--- src/crc16_length_frame_deframer_assert.svh ---
// Assertion macros used by the deframer parser.
`ifndef CRC16_LENGTH_FRAME_DEFRAMER_ASSERT_SVH
`define CRC16_LENGTH_FRAME_DEFRAMER_ASSERT_SVH

`ifndef SYNTHESIS
`define CRCFD_ASSERT_IMPL(label, clk, rst_n, ante, cons) \
	label: assert property (@(posedge clk) disable iff (!rst_n) (ante) |-> (cons)) \
		else $error("crcfd: same-cycle check failed");
`define CRCFD_ASSERT_NEXT(label, clk, rst_n, ante, cons) \
	label: assert property (@(posedge clk) disable iff (!rst_n) (ante) |=> (cons)) \
		else $error("crcfd: next-cycle check failed");
`else
`define CRCFD_ASSERT_IMPL(label, clk, rst_n, ante, cons)
`define CRCFD_ASSERT_NEXT(label, clk, rst_n, ante, cons)
`endif

`endif

--- src/crcfd_pkg.sv ---
package crcfd_pkg;

	localparam logic [2:0] EV_CMD    = 3'd0;
	localparam logic [2:0] EV_DATA   = 3'd1;
	localparam logic [2:0] EV_GOOD   = 3'd2;
	localparam logic [2:0] EV_CRCERR = 3'd3;
	localparam logic [2:0] EV_DROP   = 3'd4;

	localparam logic [1:0] REG_START_FIRST  = 2'd0;
	localparam logic [1:0] REG_START_SECOND = 2'd1;
	localparam logic [1:0] REG_CRC_INIT     = 2'd2;
	localparam logic [1:0] REG_IDLE_LIMIT   = 2'd3;

	localparam logic [15:0] CRC_POLY       = 16'h1021;
	localparam logic [15:0] IDLE_SATURATE  = 16'hffff;
	localparam logic [16:0] POS_CRC_HIGH_BASE = 17'd5;

	localparam logic [7:0]  START_FIRST_RST  = 8'd106;
	localparam logic [7:0]  START_SECOND_RST = 8'd1;
	localparam logic [15:0] CRC_INIT_RST     = 16'd0;
	localparam logic [15:0] IDLE_LIMIT_RST   = 16'd20;

	typedef struct packed {
		logic [7:0]  start_first;
		logic [7:0]  start_second;
		logic [15:0] crc_init;
		logic [15:0] idle_limit;
	} cfg_t;

	typedef struct packed {
		logic        has_event;
		logic [2:0]  kind;
		logic [7:0]  byte_out;
		logic [7:0]  payload_length;
	} result_t;

	// CRC-16, polynomial 0x1021, MSB first, one byte per call.
	function automatic logic [15:0] crc_feed(input logic [15:0] crc, input logic [7:0] b);
		logic [15:0] c;
		c = crc ^ {b, 8'h00};
		for (int i = 0; i < 8; i++) begin
			if (c[15]) begin
				c = {c[14:0], 1'b0} ^ CRC_POLY;
			end else begin
				c = {c[14:0], 1'b0};
			end
		end
		return c;
	endfunction

endpackage

--- src/crcfd_if.sv ---
interface crcfd_in_if;
	logic       valid;
	logic       ready;
	logic       cmd;
	logic [7:0] data_byte;

	modport source (output valid, output cmd, output data_byte, input ready);
	modport sink (input valid, input cmd, input data_byte, output ready);
endinterface

interface crcfd_out_if;
	logic       valid;
	logic       ready;
	logic [2:0] event_kind;
	logic [7:0] byte_out;
	logic [7:0] payload_length;

	modport source (output valid, output event_kind, output byte_out, output payload_length,
		input ready);
	modport sink (input valid, input event_kind, input byte_out, input payload_length,
		output ready);
endinterface

--- src/crc16_length_frame_deframer.sv ---
// Length-prefixed frame deframer with CRC-16 check.
// The items channel carries one beat per received UART byte (cmd = 0) or per
// millisecond tick (cmd = 1). The events channel carries at most one beat per
// item: a command byte, a data byte, a good-frame or CRC-error marker, or a
// drop marker, each with the low byte of the declared length.
// An accepted item is registered in the parse stage, and its event is written
// to the output register when the parse stage fires, that is when the output
// register is empty or its event is being taken. One item can be accepted
// every cycle while the receiver does not stall; the rate is set by the
// single parse stage, which updates the frame state and the CRC by a whole
// byte at once. When the receiver stalls, the output register holds its
// event, the parse stage holds the next item and items.ready falls until
// space frees up. Reset clears both stages, returns the parser to hunting
// for a start byte and restores the register defaults. Registers are
// written through cfg_we, cfg_index and cfg_wdata; the user must write them
// only while no frame work is pending, as the block does not enforce it.
module crc16_length_frame_deframer #(
	parameter int MAX_FRAME_BYTES = 256
) (
	input  logic                 clk,
	input  logic                 arst_n,
	crcfd_in_if.sink             items,
	crcfd_out_if.source          events,
	input  logic                 cfg_we,
	input  logic [1:0]           cfg_index,
	input  logic [15:0]          cfg_wdata
);

	crcfd_pkg::cfg_t    cfg_q;
	crcfd_pkg::result_t res;

	logic       valid_s1;
	logic       cmd_s1;
	logic [7:0] byte_s1;
	logic       fire;

	logic       ev_valid_q;
	logic [2:0] ev_kind_q;
	logic [7:0] ev_byte_q;
	logic [7:0] ev_len_q;

	always_ff @(posedge clk or negedge arst_n) begin
		if (!arst_n) begin
			cfg_q.start_first  <= crcfd_pkg::START_FIRST_RST;
			cfg_q.start_second <= crcfd_pkg::START_SECOND_RST;
			cfg_q.crc_init     <= crcfd_pkg::CRC_INIT_RST;
			cfg_q.idle_limit   <= crcfd_pkg::IDLE_LIMIT_RST;
		end else if (cfg_we) begin
			case (cfg_index)
				crcfd_pkg::REG_START_FIRST:  cfg_q.start_first  <= cfg_wdata[7:0];
				crcfd_pkg::REG_START_SECOND: cfg_q.start_second <= cfg_wdata[7:0];
				crcfd_pkg::REG_CRC_INIT:     cfg_q.crc_init     <= cfg_wdata;
				crcfd_pkg::REG_IDLE_LIMIT:   cfg_q.idle_limit   <= cfg_wdata;
				default: ;
			endcase
		end
	end

	// The parse stage moves only when the output register can take a beat.
	assign fire        = valid_s1 && (!ev_valid_q || events.ready);
	assign items.ready = !valid_s1 || fire;

	always_ff @(posedge clk or negedge arst_n) begin
		if (!arst_n) begin
			valid_s1 <= 1'b0;
		end else if (items.valid && items.ready) begin
			valid_s1 <= 1'b1;
		end else if (fire) begin
			valid_s1 <= 1'b0;
		end
	end

	always_ff @(posedge clk) begin
		if (items.valid && items.ready) begin
			cmd_s1  <= items.cmd;
			byte_s1 <= items.data_byte;
		end
	end

	crcfd_parser #(
		.MAX_FRAME_BYTES (MAX_FRAME_BYTES)
	) u_parser (
		.clk       (clk),
		.arst_n    (arst_n),
		.fire      (fire),
		.cmd       (cmd_s1),
		.data_byte (byte_s1),
		.cfg       (cfg_q),
		.res       (res)
	);

	always_ff @(posedge clk or negedge arst_n) begin
		if (!arst_n) begin
			ev_valid_q <= 1'b0;
		end else if (fire && res.has_event) begin
			ev_valid_q <= 1'b1;
		end else if (events.ready) begin
			ev_valid_q <= 1'b0;
		end
	end

	always_ff @(posedge clk) begin
		if (fire && res.has_event) begin
			ev_kind_q <= res.kind;
			ev_byte_q <= res.byte_out;
			ev_len_q  <= res.payload_length;
		end
	end

	assign events.valid          = ev_valid_q;
	assign events.event_kind     = ev_kind_q;
	assign events.byte_out       = ev_byte_q;
	assign events.payload_length = ev_len_q;

endmodule

--- src/crcfd_parser.sv ---
`include "crc16_length_frame_deframer_assert.svh"

module crcfd_parser #(
	parameter int MAX_FRAME_BYTES = 256
) (
	input  logic                clk,
	input  logic                arst_n,
	input  logic                fire,
	input  logic                cmd,
	input  logic [7:0]          data_byte,
	input  crcfd_pkg::cfg_t     cfg,
	output crcfd_pkg::result_t  res
);

	localparam int PW = $clog2(MAX_FRAME_BYTES);
	localparam int CW = 17;
	localparam logic [PW:0] MAX_POS = (PW + 1)'(MAX_FRAME_BYTES);
	localparam logic [15:0] MAX_LEN = 16'(MAX_FRAME_BYTES);

	logic [PW-1:0] pos_q, pos_d;
	logic [15:0]   len_q, len_d;
	logic [15:0]   crc_q, crc_d;
	logic [7:0]    crch_q, crch_d;
	logic [15:0]   idle_q, idle_d;

	logic [15:0]   crc_upd;
	logic [15:0]   idle_inc;
	logic [CW-1:0] pos_w;
	logic [CW-1:0] crc_hi_pos;
	logic [PW:0]   nxt;
	logic          drop_now;
	logic          frame_end;
	logic          ev_data_fire;
	logic          ev_end_fire;

	assign crc_upd    = crcfd_pkg::crc_feed((pos_q == '0) ? cfg.crc_init : crc_q, data_byte);
	assign idle_inc   = (idle_q == crcfd_pkg::IDLE_SATURATE) ? idle_q : idle_q + 16'd1;
	assign pos_w      = {{(CW - PW){1'b0}}, pos_q};
	assign crc_hi_pos = {1'b0, len_q} + crcfd_pkg::POS_CRC_HIGH_BASE;

	always_comb begin
		pos_d  = pos_q;
		len_d  = len_q;
		crc_d  = crc_q;
		crch_d = crch_q;
		idle_d = idle_q;
		nxt    = {1'b0, pos_q};
		drop_now  = 1'b0;
		frame_end = 1'b0;
		res.has_event = 1'b0;
		res.kind      = crcfd_pkg::EV_CMD;
		res.byte_out  = 8'h00;

		if (cmd) begin
			idle_d = idle_inc;
			if (idle_inc == cfg.idle_limit && pos_q != '0) begin
				pos_d = '0;
				res.has_event = 1'b1;
				res.kind      = crcfd_pkg::EV_DROP;
			end
		end else begin
			idle_d = '0;
			if (pos_q == PW'(0)) begin
				if (data_byte == cfg.start_first) begin
					crc_d = crc_upd;
					nxt   = (PW + 1)'(1);
				end
			end else if (pos_q == PW'(1)) begin
				if (data_byte == cfg.start_second) begin
					crc_d = crc_upd;
					nxt   = (PW + 1)'(2);
				end else begin
					nxt = '0;
				end
			end else if (pos_q == PW'(2)) begin
				len_d = {data_byte, 8'h00};
				crc_d = crc_upd;
				nxt   = (PW + 1)'(3);
			end else if (pos_q == PW'(3)) begin
				len_d = {len_q[15:8], data_byte};
				crc_d = crc_upd;
				if (len_d < MAX_LEN) begin
					nxt = (PW + 1)'(4);
				end else begin
					drop_now = 1'b1;
				end
			end else if (pos_q == PW'(4)) begin
				crc_d = crc_upd;
				nxt   = (PW + 1)'(5);
				res.has_event = 1'b1;
				res.kind      = crcfd_pkg::EV_CMD;
				res.byte_out  = data_byte;
			end else if (pos_w < crc_hi_pos) begin
				crc_d = crc_upd;
				nxt   = {1'b0, pos_q} + (PW + 1)'(1);
				res.has_event = 1'b1;
				res.kind      = crcfd_pkg::EV_DATA;
				res.byte_out  = data_byte;
			end else if (pos_w == crc_hi_pos) begin
				crch_d = data_byte;
				nxt    = {1'b0, pos_q} + (PW + 1)'(1);
			end else if (pos_w == crc_hi_pos + 17'd1) begin
				frame_end = 1'b1;
				res.has_event = 1'b1;
				res.kind = ({crch_q, data_byte} == crc_q) ? crcfd_pkg::EV_GOOD
					: crcfd_pkg::EV_CRCERR;
			end else begin
				nxt = '0;
			end

			if (frame_end) begin
				pos_d = '0;
			end else if (drop_now || nxt >= MAX_POS) begin
				// An overflowing byte or an oversized length reports a drop in place of its own event.
				pos_d = '0;
				res.has_event = 1'b1;
				res.kind      = crcfd_pkg::EV_DROP;
				res.byte_out  = 8'h00;
			end else begin
				pos_d = nxt[PW-1:0];
			end
		end
		res.payload_length = len_d[7:0];
	end

	always_ff @(posedge clk or negedge arst_n) begin
		if (!arst_n) begin
			pos_q  <= '0;
			len_q  <= '0;
			crc_q  <= crcfd_pkg::CRC_INIT_RST;
			crch_q <= '0;
			idle_q <= '0;
		end else if (fire) begin
			pos_q  <= pos_d;
			len_q  <= len_d;
			crc_q  <= crc_d;
			crch_q <= crch_d;
			idle_q <= idle_d;
		end
	end

	assign ev_data_fire = fire && res.has_event && res.kind == crcfd_pkg::EV_DATA;
	assign ev_end_fire  = fire && res.has_event && res.kind != crcfd_pkg::EV_CMD
		&& res.kind != crcfd_pkg::EV_DATA;

	`CRCFD_ASSERT_IMPL(a_len_in_range, clk, arst_n, pos_q >= PW'(4), len_q < MAX_LEN)
	`CRCFD_ASSERT_IMPL(a_data_after_cmd, clk, arst_n, ev_data_fire, pos_q >= PW'(5))
	`CRCFD_ASSERT_NEXT(a_end_rehunts, clk, arst_n, ev_end_fire, pos_q == '0)

endmodule

--- src/flat_wrapper.sv ---
// flat-port wrapper written by rule: the top's interface ports become plain ports
module crc16_length_frame_deframer_flat 
#(
	parameter int MAX_FRAME_BYTES = 256
)
  (clk, arst_n, cfg_we, cfg_index, cfg_wdata, items_valid, items_cmd, items_data_byte, items_ready, events_valid, events_event_kind, events_byte_out, events_payload_length, events_ready);
  crcfd_in_if items_i ();
  crcfd_out_if events_i ();
  input  logic clk;
  input  logic arst_n;
  input  logic cfg_we;
  input  logic [1:0] cfg_index;
  input  logic [15:0] cfg_wdata;
  input wire logic [$bits(items_i.valid)-1:0] items_valid;
  input wire logic [$bits(items_i.cmd)-1:0] items_cmd;
  input wire logic [$bits(items_i.data_byte)-1:0] items_data_byte;
  output wire logic [$bits(items_i.ready)-1:0] items_ready;
  output wire logic [$bits(events_i.valid)-1:0] events_valid;
  output wire logic [$bits(events_i.event_kind)-1:0] events_event_kind;
  output wire logic [$bits(events_i.byte_out)-1:0] events_byte_out;
  output wire logic [$bits(events_i.payload_length)-1:0] events_payload_length;
  input wire logic [$bits(events_i.ready)-1:0] events_ready;
  assign items_i.valid = items_valid;
  assign items_i.cmd = items_cmd;
  assign items_i.data_byte = items_data_byte;
  assign items_ready = items_i.ready;
  assign events_valid = events_i.valid;
  assign events_event_kind = events_i.event_kind;
  assign events_byte_out = events_i.byte_out;
  assign events_payload_length = events_i.payload_length;
  assign events_i.ready = events_ready;
  crc16_length_frame_deframer #(.MAX_FRAME_BYTES(MAX_FRAME_BYTES)) u_core (.clk(clk), .arst_n(arst_n), .items(items_i), .events(events_i), .cfg_we(cfg_we), .cfg_index(cfg_index), .cfg_wdata(cfg_wdata));
endmodule
--- config.mk ---
export PLATFORM = sky130hd
export DESIGN_NAME = crc16_length_frame_deframer_flat
export DESIGN_NICKNAME = d
export VERILOG_FILES = /design/src/crcfd_pkg.sv /design/src/crcfd_if.sv /design/src/crc16_length_frame_deframer.sv /design/src/crcfd_parser.sv /design/src/flat_wrapper.sv
export VERILOG_INCLUDE_DIRS = /design/src /design/src/src
export SDC_FILE = /design/constraint.sdc
export NUM_CORES = 1
export LEC_CHECK = 0
export ABC_AREA = 1
export BUFFER_PORTS_ARGS = -buffer_cell sky130_fd_sc_hd__buf_4
export CAP_MARGIN = 20
export CORE_AREA = 4 4 198 200
export DETAILED_ROUTE_END_ITERATION = 8
export DIE_AREA = 0 0 202 204
export PLACE_DENSITY = 0.41
export RECOVER_POWER = 50
export SLEW_MARGIN = 10
export SYNTH_ARGS = -nofsm -noshare
export SYNTH_HDL_FRONTEND = slang
export SYNTH_HIERARCHICAL = 1
export SYNTH_SLANG_ARGS = --single-unit
--- constraint.sdc ---
create_clock -name clk -period 4.78 [get_ports clk]
set_input_delay 1.195 -clock clk [delete_from_list [all_inputs] [get_ports clk]]
set_output_delay 1.195 -clock clk [all_outputs]
set_load 0.01 [all_outputs]
# After elaboration in Yosys (flattened, before gate mapping)
# Index checks and enable logic that the tools add are counted.
# word_totals
input_bits	32
wordCells	153
out_inout_bits	21
reg_bits	142
# op_classes
bitwise_logic	16
addsub	4
n_lt_le_gt_ge	3
reduce_logical	23
n_eq_ne	17
n_mux	73
# ops
cell	count
$mux 16	12
$mux 13	8
$mux 8	12
$mux 12	7
$mux 9	8
$eq 8x17->1	2
$eq 16x16->1	2
$not 3->3	8
$mux 1	20
$mux 4	5
$add 16x3->17 const B	1
$add 17x1->17 const B	1
$lt 8x17->1	1
$add 16x1->16 const B	1
$eq 16x16->1 const B	1
$eq 8x2->1 const B	2
$eq 8x8->1	2
$lt 16x9->1 const B	1
$xor 16x16->16	1
$reduce_and 2->1	5
$reduce_and 5->1	2
$add 8x1->9 const B	1
$ge 9x9->1 const B	1
$reduce_and 9->1	1
17 further kinds	31

# Longest topological paths before layout
# Gate-level depths: netlist of the first run.
# logic_depth
depth_word	25
mapped_depth	28
mapped_depth_nobuf	28

# Cells and area by module
# The synthesis of the first run kept the hierarchy.
# by_module_without_submodules
module	cells_per_inst	area_per_inst_um2	seq_area_each_um2	instances
crcfd_parser	938	6281.0	1601.5	1
crc16_length_frame_deframer	257	3016.6	2100.8	1

# Worst setup path before layout of the first run
# Ideal clock, no wire load.
# synth_path
path_kind	register -> register
start	register u_core.u_parser.len_q[0]
end	register u_core.ev_byte_q[0], in the netlist u_core/events.byte_out[0], enable pin
slack_ns	0.605
arrival_time_ns	3.780
stages_incl_launch_ff	25
setup_ns	0.395
period_less_slack_ns	4.175
required_time_ns	4.385
path_buffers	0
cell_sequence	dfrtp_1 ha_1 nor2_2 nor2_8 nand2_1 nand2_1 nand2_2 inv_2 ha_1 nand2_1 inv_1 nand3_1 nor3_1 nand2_1 nor2_1 nand3_1 nor2_2 inv_2 nand2_4 nand2_2 o21ai_4 inv_2 a31oi_1 inv_1 nor2_1
# synth_rtl
element	line_no	text
from (decl)	crcfd_parser.sv:21	logic [15:0] len_q, len_d;
from (signal assigned)	crcfd_parser.sv:135	len_q <= len_d;
to (signal assigned)	crc16_length_frame_deframer.sv:105	ev_byte_q <= res.byte_out;
to (decl)	crc16_length_frame_deframer.sv:39	logic [7:0] ev_byte_q;

==> impl_metrics.env, run 1 <==
export IMPL_final_core_util_pct=28.6
export IMPL_layout_cells_most_common="nand2_1"
export IMPL_antenna_violating_nets_remaining=0
export IMPL_ff2ff_path_depth=25
export IMPL_detailedRoute_firstIterationViolations=489
export IMPL_min_period_over_period_pct=82.2
export IMPL_clockBufferDepth=2
export IMPL_netlist_instances=1195
export IMPL_finalPower_mw=6.01
export IMPL_synth_nets=1242
export IMPL_max_clock_freq_mhz=255
export IMPL_whs_ps=469
export IMPL_transition_time_at_the_pin_with_the_least_slew_margin_ps=2230
export IMPL_failed_checks="capacitance limit, slew limit"
export IMPL_first_global_vias=8102
export IMPL_drc_errors=0
export IMPL_wl_per_cell_um=16.6
export IMPL_synthesis_area_um2=9300
export IMPL_layout_area_overhead_vs_synth_pct=15.0
export IMPL_worst_hold_path_num_cells=2
export IMPL_dp_worst_setup_slack_ps=817
export IMPL_top_level_ports=53
export IMPL_worst_ir_drop_vdd_mv=0.219
export IMPL_total_routing_usage_reported_by_global_routing_pct=14.4
export IMPL_worstHoldStart="u_core/cfg_q[43]"
export IMPL_via_count=8081
export IMPL_hold_path_class="reg2reg"
export IMPL_drt_vias_per_instance=4.60
export IMPL_core_um2=37400
export IMPL_numCtsBuffers=17
export IMPL_port_buffer_count=52
export IMPL_finalWorstPathRequiredPeriod_ps=3930
export IMPL_start_kind="flip-flop"
export IMPL_final_setup_tns_ps=0
export IMPL_ctsRootBufferMaster="clkbuf_16"
export IMPL_cts_resized_gates=0
export IMPL_htree_num_levels=4
export IMPL_arrival_ps=4030
export IMPL_worst_slew_margin_rel_pct=-49.0
export IMPL_clk_pin_slew_worst_paths_ps=60
export IMPL_fp_dieArea_um2=41200
export IMPL_post_route_worst_setup_slack_ps=852
export IMPL_crit_fanout=19
export IMPL_post_route_cells_drive_above_1_share_pct=14.0
export IMPL_chipHeight_um=204
export IMPL_detailedPlacementHpwl_um=22300
export IMPL_synthArstFlopShare_pct=80.3
export IMPL_dominantRegCellSynth="dfrtp_1"
export IMPL_drv_max_cap_violation_count=2
export IMPL_ys_ff_latch=142
export IMPL_status="complete, but fails checks"
export IMPL_insertedDiodeCount=0
export IMPL_gpl_final_weighted_congestion=0.830
export IMPL_grt_pass1_wl_um=46900
export IMPL_cts_sinks=142
export IMPL_antenna_found_initial=0
export IMPL_globalRouteOverflowTotal=0
export IMPL_timing_max_transition_violations_final=123
export IMPL_cellPowerDensity_nw_per_um2=562
export IMPL_seq_total_area_yosys_pct=39.8
export IMPL_routed_wirelength_um=29200
export IMPL_yosys_warnings=6
export IMPL_initial_core_util_pct=24.9
export IMPL_regToRegEndpoint="u_core/events.byte_out[7]"
export IMPL_detail_route_first_pass_iterations=7
export IMPL_worst_skew_pair_late_latency_ps=430
export IMPL_cts_tree="built"
export IMPL_finClkSkew_ps=9.39
export IMPL_final_cell_mix="nand2_1 (340), dfrtp_1 (107), inv_1 (98)"
export IMPL_postCtsHoldBufs=0
export IMPL_grt_setup_unrepaired="false"
export IMPL_post_cts_setup_buffers=0
export IMPL_end_of_the_worst_hold_path="u_core/cfg_q[43]"
export IMPL_path_class="reg2reg"
export IMPL_reg_to_reg_slack_setup_ps=850
export IMPL_core_rowCount=71
export IMPL_worst_setup_path_end_kind="flip-flop"
export IMPL_hold_violations=0
export IMPL_floorplan_die_width_um=202
export IMPL_count_of_flip_flops_with_a_built_in_enable_after_synthesis=28
export IMPL_finalSetupViolations=0
export IMPL_p_leak_nw=4.86
export IMPL_grt_max_degree=70
export IMPL_rr_startpoint="u_core/u_parser/len_q[0]"
export IMPL_synth_distinct_cells=48
export IMPL_nNetsFinal=1280
export IMPL_per_instance_average_area_after_synthesis_um2=7.78
export IMPL_crit_required_ps=4890
==> synthesized netlist by cell type, types with 2 or more instances <==
master    number  area (um2)
nor2_2        16         100
nand3_4        4        70.1
o211ai_1       8        60.1
nand2_4        6        67.6
ha_1          15         188
nand2_2       19         119
o22ai_1       14        87.6
mux2i_1        6        60.1
o21ai_1       21         105
buf_1          2        7.51
nand3_1       84         420
inv_2         10        37.5
nand2_1      339        1270
buf_2         12        60.1
nor4_4         2        42.5
nor3_1        28         140
nand3_2        4        40.0
nand3b_1       2        15.0
o21ai_4        2        32.5
inv_1         98         368
dfrtp_1      107        2680
nand4_1       65         407
o21ai_0       64         320
nor2_8         4        80.1
buf_4          4        30.0
edfxtp_1      28         841
or2_2          4        25.0
xnor2_1       37         324
clkbuf_1      15        56.3
buf_6          7        78.8
xor2_1        49         429
nor2_1        74         278
nor2_4         5        56.3
a21oi_1       16        80.1
dfstp_2        7         184
nor4_1         5        31.3
==> layer usage <==
metal | track usage (%) | up-vias | share of wire (%) | wire [um]
li1 | - | 4056 | - | -
met1 | 20.3 | 3866 | 49 | 14200
met2 | 23.8 | 139 | 47 | 13900
met3 | 1.89 | 20 | 2.9 | 857
met4 | 3.13 | 0 | 1.1 | 309
met5 | 0 | - | 0 | 0
==> where the power goes <==
| part | switching (mW) | internal [mW] |
|---|---|---|
| clock | 0.569 | 0.780 |
| combinational | 1.77 | 0.989 |
| sequential | 0.346 | 1.56 |
==> registers in the layout (all words and copies together) (netlist names) <==
register / count
u_core/u_parser/len_q: 16
u_core/u_parser/pos_q: 8
u_core/events.payload_length: 8
u_core/cmd_s1: 1
u_core/u_parser/crch_q: 8
u_core/u_parser/crc_q: 16
u_core/cfg_q: 48
u_core/byte_s1: 8
u_core/events.valid: 1
u_core/events.byte_out: 8
u_core/u_parser/idle_q: 16
u_core/events.event_kind: 3
u_core/valid_s1: 1
==> critical path: stages, from the launching register on <==
cell	delay, ps
dfrtp_1	420
ha_1	260
nor2_2	240
nor2_8	100
nand2_1	70
nand2_1	60
nand2_2	120
inv_2	60
ha_1	290
nand2_1	50
inv_1	60
nand3_1	60
nor3_1	180
nand2_1	80
nor2_1	90
nand3_1	80
nor2_2	160
inv_2	100
nand2_4	90
nand2_2	60
o21ai_4	150
inv_2	60
a31oi_1	310
inv_1	100
nor2_1	110
buf_4	270
==> layout make-up <==
type / count / area (um2)
Inverter: 110 / 422
Timing Repair Buffer: 59 / 430
Sequential cell: 142 / 3700
Clock buffer: 18 / 429
Multi-Input combinational cell: 903 / 4910
Tap cell: 511 / 639
Fill cell: 4112 / 26700
Clock inverter: 14 / 159
==> metrics by stage <==
stage               instances  instance area (um2)
CTS                      1757                10700
global route             1757                10700
floorplan                1195                 9300
finish                   1757                10700
global placement         1725                10200
detailed placement       1725                10200
==> worst max path at each step <==
stage	startpoint	end
2_1_floorplan	u_core/u_parser/len_q[0]	u_core/events.byte_out[0]
3_3_place_gp	u_core/u_parser/len_q[0]	u_core/events.payload_length[2]
3_5_place_dp	u_core/u_parser/len_q[0]	u_core/events.payload_length[2]
4_1_cts	u_core/u_parser/len_q[0]	u_core/events.byte_out[7]
5_1_grt	events_ready	u_core/u_parser/len_q[13]
6_report	u_core/u_parser/len_q[0]	u_core/events.byte_out[7]
==> cells by family after synthesis <==
logic type	Yosys count	synth area share, %
DFF	142	39.8
adders and majority gates	15	2.02
AOI/OAI and AO/OA	128	7.62
xor gates and xnor gates	86	8.10
and+or+nand+nor	668	34.8
buffers and inverters	150	7.04
muxes	6	0.646
Power figures use the tool's default switching activity.
==> inputs of run 2 (changes only) <==
--- a/config.mk
+++ b/config.mk
@@ -6,13 +6,13 @@
 export SDC_FILE = /design/constraint.sdc
 export NUM_CORES = 1
 export LEC_CHECK = 0
-export ABC_AREA = 1
+export ABC_AREA = 0
 export BUFFER_PORTS_ARGS = -buffer_cell sky130_fd_sc_hd__buf_4
 export CAP_MARGIN = 20
-export CORE_AREA = 4 4 198 200
+export CORE_AREA = 4 4 194 196
 export DETAILED_ROUTE_END_ITERATION = 8
-export DIE_AREA = 0 0 202 204
-export PLACE_DENSITY = 0.41
+export DIE_AREA = 0 0 198 200
+export PLACE_DENSITY = 0.43
 export RECOVER_POWER = 50
 export SLEW_MARGIN = 10
 export SYNTH_ARGS = -nofsm -noshare
==> constraint.sdc (replaced) <==
create_clock -name clk -period 3.4 [get_ports clk]
set_input_delay 0.85 -clock clk [delete_from_list [all_inputs] [get_ports clk]]
set_output_delay 0.85 -clock clk [all_outputs]
set_load 0.01 [all_outputs]
==> impl_metrics.env, run 2 <==
export IMPL_ctsRootBufferMaster="clkbuf_16"
export IMPL_clkPwrFrac_pct=23.5
export IMPL_min_period_over_period_pct=100
export IMPL_synth_most_common_cell="dfrtp_1"
export IMPL_ys_ff_latch=142
export IMPL_core_rowCount=70
export IMPL_worst_hold_path_num_cells=1
export IMPL_hold_violations=0
export IMPL_internal_power_mw=5.15
export IMPL_via_count=7342
export IMPL_max_clock_freq_mhz=294
export IMPL_crit_cells=14
export IMPL_fin_area_um2=11600
export IMPL_core_um2=36100
export IMPL_detailedPlacementHpwl_um=20800
export IMPL_per_instance_average_area_after_synthesis_um2=10.3
export IMPL_insertedDiodeCount=0
export IMPL_timing_max_transition_violations_final=0
export IMPL_power_frac_comb_pct=45.4
export IMPL_finClkSkew_ps=10.5
export IMPL_wl_per_cell_um=18.8
export IMPL_grt_max_degree=52
export IMPL_dominantRegCellSynth="dfrtp_1"
export IMPL_globalRouteOverflowTotal=0
export IMPL_initial_core_util_pct=24.6
export IMPL_multi_input_area_um2=5120
export IMPL_hold_path_class="reg2reg"
export IMPL_detailed_place_area_um2=10700
export IMPL_transition_time_at_the_pin_with_the_least_slew_margin_ps=1260
export IMPL_htree_num_levels=4
export IMPL_synth_cells_most_frequent="dfrtp_1 (107), mux2_2 (74), xnor2_1 (65)"
export IMPL_synth_top_cell_area_share_pct=30.1
export IMPL_arrival_ps=3540
export IMPL_post_route_worst_setup_slack_ps=-5.95
export IMPL_whs_ps=513
export IMPL_grt_pass1_wl_um=44400
export IMPL_path_delay_family="simple AND/OR/NAND/NOR gates"
export IMPL_floorplan_die_width_um=198
export IMPL_detailroute_wirelength_met3_um=811
export IMPL_final_setup_tns_ps=-38.4
export IMPL_path_class="reg2reg"
export IMPL_route_met2_wl_um=14000
export IMPL_drc_errors=0
export IMPL_final_core_util_pct=32.3
export IMPL_finalSetupViolations=8
export IMPL_netSwitchingPower_mw=3.19
export IMPL_worst_ir_drop_vdd_mv=0.362
export IMPL_worst_slew_margin_rel_pct=16.0
export IMPL_slowest_stage="dfrtp_2"
export IMPL_worst_skew_pair_late_latency_ps=430
export IMPL_drt_met1_wl_um=13100
export IMPL_detailedRoute_firstIterationViolations=401
export IMPL_clockBufferDepth=2
export IMPL_timing_critical_path_buf_inv=1
export IMPL_antenna_violating_nets_remaining=0
export IMPL_route_top_layer_used="met4"
export IMPL_total_routing_usage_reported_by_global_routing_pct=14.5
export IMPL_fp_dieArea_um2=39600
export IMPL_final_fill_count=3716
export IMPL_worst_setup_path_end_kind="flip-flop"
export IMPL_ff2ff_path_depth=14
export IMPL_clk_pin_slew_worst_paths_ps=70
export IMPL_first_global_vias=7382
export IMPL_drt_vias_per_instance=4.88
export IMPL_cts_sinks=142
export IMPL_chipHeight_um=200
export IMPL_max_ffs_per_register=48
export IMPL_antenna_found_initial=0
export IMPL_layout_area_overhead_vs_synth_pct=30.9
export IMPL_port_buffer_count=52
export IMPL_p_leak_nw=4.74
export IMPL_start_kind="flip-flop"
export IMPL_sequential_cell_area_um2=3710
export IMPL_seqPwrFrac_pct=31.1
export IMPL_dp_worst_setup_slack_ps=-70.7
export IMPL_routed_wirelength_um=28300
export IMPL_cellPowerDensity_nw_per_um2=717
export IMPL_synthArstFlopShare_pct=80.3
export IMPL_status="complete, but fails checks"
export IMPL_final_cell_mix="buf_4 (162), dfrtp_1 (104), mux2_2 (74)"
export IMPL_nNetsFinal=1069
export IMPL_drv_max_cap_violation_count=0
export IMPL_cp_slowest_stage_delay_ps=440
export IMPL_synth_largest_area_cell="dfrtp_1"
export IMPL_synth_nets=907
export IMPL_worst_path_cell_chain="ha_4, o2111ai_4, xor2_2, ha_1, a22o_1, nor4_2, o221ai_2, and3b_2, and4_4, a31oi_1, o21a_1, nand2_2, nor2b_4, buf_8"
export IMPL_seq_total_area_yosys_pct=41.6
export IMPL_layout_cells_most_common="buf_4"
export IMPL_grt_setup_unrepaired="true"
export IMPL_synth_top_cells_by_area="dfrtp_1 (30%), edfxtp_1 (9.5%), mux2_2 (9.4%)"
export IMPL_count_of_flip_flops_with_a_built_in_enable_after_synthesis=28
export IMPL_finalWorstPathRequiredPeriod_ps=3410
export IMPL_crit_required_ps=3540
export IMPL_power_switching_fraction_pct=38.2
export IMPL_failed_checks="setup timing"
export IMPL_cts_tree="built"
export IMPL_numCtsBuffers=17
export IMPL_largest_register="u_core/cfg_q"
export IMPL_synthesis_area_um2=8890
export IMPL_crit_fanout=10
export IMPL_post_route_cells_drive_above_1_share_pct=35.1
export IMPL_yosys_warnings=6
export IMPL_gpl_final_weighted_congestion=0.895
export IMPL_netlist_instances=860
export IMPL_top_level_ports=53
export IMPL_synth_distinct_cells=95
export IMPL_detail_route_first_pass_iterations=5
==> run 2: cell types whose count changed in the layout (fill, tap and decap cells not counted), moves of 14 or more <==
cell / before / now
mux2_2: 0 / 74
nand3_1: 87 / 31
a22o_1: 0 / 23
o21ai_0: 64 / 31
buf_4: 45 / 162
xor2_1: 49 / 19
nand4_1: 65 / 19
nor2_1: 74 / 37
nand2_1: 340 / 61
inv_1: 98 / 19
xnor2_1: 37 / 65
nand2_2: 18 / 3
mux2i_1: 6 / 20
o21ai_1: 21 / 4
==> run 2: kinds of logic (layout without fill, tap and decap cells) <==
kind of cell               count (synthesis)  count (layout)  synth area share [%]
muxes                                     94              94                  11.6
xor gates and xnor gates                  92              92                  9.88
AOI/OAI and AO/OA                        163             163                  13.1
adders and majority gates                 15              15                  2.11
and+or+nand+nor                          287             287                  18.3
buffers and inverters                     67             242                  3.35
DFF                                      142             142                  41.6
==> run 2: repair_timing <==
| item | 4_1_cts | 5_1_grt |
|---|---|---|
| setup buffers | 6 | 7 |
| gates resized for setup | 29 | 24 |
| pin swaps | 15 | 20 |
| gates cloned | 1 | 2 |
| hold buffers | 0 | 0 |
| setup endpoints to repair | 39 | 44 |
==> run 2: per-layer routing <==
| metal | GRT usage (%) | vias up |
|---|---|---|
| li1 | - | 3515 |
| met4 | 3.47 | 0 |
| met3 | 2.53 | 25 |
| met5 | 0 | - |
| met2 | 24.6 | 129 |
| met1 | 19.3 | 3673 |
==> run 2: power groups by stage <==
stage	clock [mW]	sequential, mW	combinational [mW]
global placement	0	2.63	3.52
global route	2.10	2.65	4.15
detailed placement	0	2.63	3.52
floorplan	0	2.45	2.50
CTS	2.03	2.60	3.67
finish	1.96	2.59	3.79
==> run 2: path summary, 6_finish.rpt <==
| check | startpoint | endpoint | slack, ps |
|---|---|---|---|
| min reg2reg | u_core/cfg_q[18] | u_core/cfg_q[18] | 510 |
| min in group asynchronous | arst_n | u_core/u_parser/len_q[2] | 680 |
| min | u_core/cfg_q[18] | u_core/cfg_q[18] | 510 |
| max | u_core/u_parser/len_q[0] | u_core/events.byte_out[7] | -6 |
| max reg2reg | u_core/u_parser/len_q[0] | u_core/events.byte_out[7] | -6 |
| max in group asynchronous | arst_n | u_core/u_parser/idle_q[12] | 840 |
==> run 2: final cells by class <==
type / instances / area share, %
Inverter: 19 / 0.613
Tap cell: 468 / 5.03
Clock inverter: 13 / 1.30
Multi-Input combinational cell: 651 / 44.0
Timing Repair Buffer: 191 / 13.3
Clock buffer: 19 / 3.90
Sequential cell: 142 / 31.8
==> run 2: through the flow <==
stage          instances  power, mW
2_1_floorplan        860       4.96
3_3_place_gp        1457       6.15
3_5_place_dp        1457       6.14
4_1_cts             1496       8.30
5_1_grt             1503       8.91
6_report            1503       8.34
==> inputs of run 3 (changes only) <==
==> constraint.sdc (replaced) <==
create_clock -name clk -period 3.4 [get_ports clk]
set_input_delay 0.34 -clock clk [delete_from_list [all_inputs] [get_ports clk]]
set_output_delay 0.34 -clock clk [all_outputs]
set_load 0.01 [all_outputs]
==> impl_metrics.env, run 3 (same netlist as run 2, synthesis figures left out) <==
export IMPL_status="complete, but fails checks"
export IMPL_failed_checks="capacitance limit, slew limit, setup timing"
export IMPL_hold_path_class="in2reg"
export IMPL_top_level_ports=53
export IMPL_chipHeight_um=200
export IMPL_final_instance_count_excl_fill=1505
export IMPL_critPathMostFrequentCell="buf_4"
export IMPL_placedCellCount=1458
export IMPL_transition_time_at_the_pin_with_the_least_slew_margin_ps=1740
export IMPL_first_global_vias=7558
export IMPL_largest_register="u_core/cfg_q"
export IMPL_crit_required_ps=3550
export IMPL_core_rowCount=70
export IMPL_detail_route_first_pass_iterations=4
export IMPL_max_clock_freq_mhz=286
export IMPL_nNetsFinal=1071
export IMPL_finClkSkew_ps=10.5
export IMPL_antenna_found_initial=0
export IMPL_wl_per_cell_um=19.0
export IMPL_finalSetupViolations=19
export IMPL_clkPwrFrac_pct=23.0
export IMPL_floorplan_die_width_um=198
export IMPL_final_setup_tns_ps=-1560
export IMPL_cellPowerDensity_nw_per_um2=717
export IMPL_cp_slowest_stage_delay_ps=590
export IMPL_finalWorstPathRequiredPeriod_ps=3490
export IMPL_worst_skew_pair_late_latency_ps=430
export IMPL_numCtsBuffers=17
export IMPL_clk_pin_slew_worst_paths_ps=60
export IMPL_p_leak_nw=4.75
export IMPL_globalRouteOverflowTotal=0
export IMPL_grt_max_degree=62
export IMPL_ctsRootBufferMaster="clkbuf_16"
export IMPL_path_class="reg2reg"
export IMPL_cts_tree="built"
export IMPL_port_buffer_count=52
export IMPL_crit_fanout=11
export IMPL_initial_core_util_pct=24.6
export IMPL_gpl_final_weighted_congestion=0.859
export IMPL_layout_cells_most_common="buf_4"
export IMPL_worst_slew_margin_rel_pct=-16.2
export IMPL_internal_power_mw=5.18
export IMPL_worst_setup_path_end_kind="flip-flop"
export IMPL_fp_dieArea_um2=39600
export IMPL_final_fill_count=3756
export IMPL_hold_violations=0
export IMPL_htree_num_levels=4
export IMPL_drv_max_cap_violation_count=2
export IMPL_sequential_cell_area_um2=3710
export IMPL_netSwitchingPower_mw=3.15
export IMPL_worst_ir_drop_vdd_mv=0.473
export IMPL_arrival_ps=3640
export IMPL_postCtsHoldBufs=0
export IMPL_post_route_worst_setup_slack_ps=-92.7
export IMPL_insertedDiodeCount=0
export IMPL_drt_vias_per_instance=4.86
export IMPL_detailedRoute_firstIterationViolations=323
export IMPL_worst_hold_path_num_cells=1
export IMPL_start_kind="flip-flop"
export IMPL_routed_wirelength_um=28600
export IMPL_worst_path_cell_chain="ha_1, buf_4, nand2_1, o32ai_1, a2111oi_1, nand4_1, or4_1, o41ai_4, buf_4, o21a_1, nand2_2, nor2b_4, buf_12, clkbuf_16"
export IMPL_power_switching_fraction_pct=37.8
export IMPL_max_ffs_per_register=48
export IMPL_cts_sinks=142
export IMPL_grt_setup_unrepaired="true"
export IMPL_clockBufferDepth=2
export IMPL_grt_pass1_wl_um=44900
export IMPL_timing_max_transition_violations_final=95
export IMPL_ff2ff_path_depth=14
export IMPL_via_count=7314
export IMPL_detailedPlacementHpwl_um=21100
export IMPL_multi_input_area_um2=5090
export IMPL_seqPwrFrac_pct=30.9
export IMPL_post_route_cells_drive_above_1_share_pct=34.5
export IMPL_total_routing_usage_reported_by_global_routing_pct=14.7
export IMPL_core_um2=36100
export IMPL_min_period_over_period_pct=103
export IMPL_power_frac_comb_pct=46.1
export IMPL_layout_area_overhead_vs_synth_pct=30.7
export IMPL_slowest_stage="or4_1"
export IMPL_antenna_violating_nets_remaining=0
export IMPL_final_cell_mix="buf_4 (167), dfrtp_1 (104), mux2_2 (74)"
export IMPL_drc_errors=0
export IMPL_dp_worst_setup_slack_ps=-84.7
-- run 3: path summary, 6_finish.rpt --
kind | startpoint | endpoint | slack [ps]
max in group asynchronous | arst_n | u_core/u_parser/idle_q[5] | 770
min in group asynchronous | arst_n | u_core/u_parser/len_q[2] | 280
worst min register to register | u_core/cfg_q[16] | u_core/cfg_q[16] | 510
worst min-delay path | items_data_byte[2] | u_core/byte_s1[2] | 110
worst max register to register | u_core/u_parser/idle_q[0] | u_core/events.byte_out[2] | -90
worst max-delay path | u_core/u_parser/idle_q[0] | u_core/events.byte_out[2] | -90
-- run 3: cell type report --
cell class	instances	area share, %
Inverter	19	0.614
Clock inverter	10	0.948
Multi-Input combinational cell	651	43.8
Clock buffer	22	4.08
Timing Repair Buffer	193	13.6
Sequential cell	142	31.9
Tap cell	468	5.04
-- run 3: repair_timing --
action | CTS | global route
gates resized for setup | 28 | 17
buffers inserted | 7 | 5
gates cloned | 2 | 1
endpoints found under the setup margin | 20 | 46
pin swaps | 16 | 8
-- run 3: power by group through the flow --
stage	Combinational, mW	Sequential [mW]	Clock, mW
after floorplan	2.50	2.45	0
after global placement	3.59	2.61	0
after detailed placement	3.59	2.61	0
after CTS	3.75	2.58	1.98
after global routing	4.19	2.64	2.04
final	3.84	2.57	1.91
-- run 3: stage by stage --
stage / utilization [%] / instance area [um2] / hold slack (ps) / power (mW)
6_report: 32.2 / 11600 / 107 / 8.33
5_1_grt: 32.2 / 11600 / 83.0 / 8.87
4_1_cts: 31.9 / 11500 / 60.4 / 8.31
3_5_place_dp: 29.6 / 10700 / 501 / 6.20
3_3_place_gp: 29.6 / 10700 / 495 / 6.19
2_1_floorplan: - / 8940 / 44.4 / 4.96
-- run 3: metal layers --
layer | track usage (%) | up-vias | part of all wire (%)
li1 | - | 3505 | -
met4 | 4.31 | 0 | 1.9
met5 | 0 | - | 0
met1 | 19.5 | 3645 | 47
met2 | 24.6 | 133 | 48
met3 | 2.77 | 31 | 3.0
-- run 3: critical path, delay by kind of cell, from the launching register on --
| family | cells | cell delay, ps |
|---|---|---|
| compound gates | 4 | 950 |
| fa+ha+maj | 1 | 230 |
| buf+inv | 4 | 660 |
| flops | 1 | 380 |
| simple gates | 5 | 1020 |
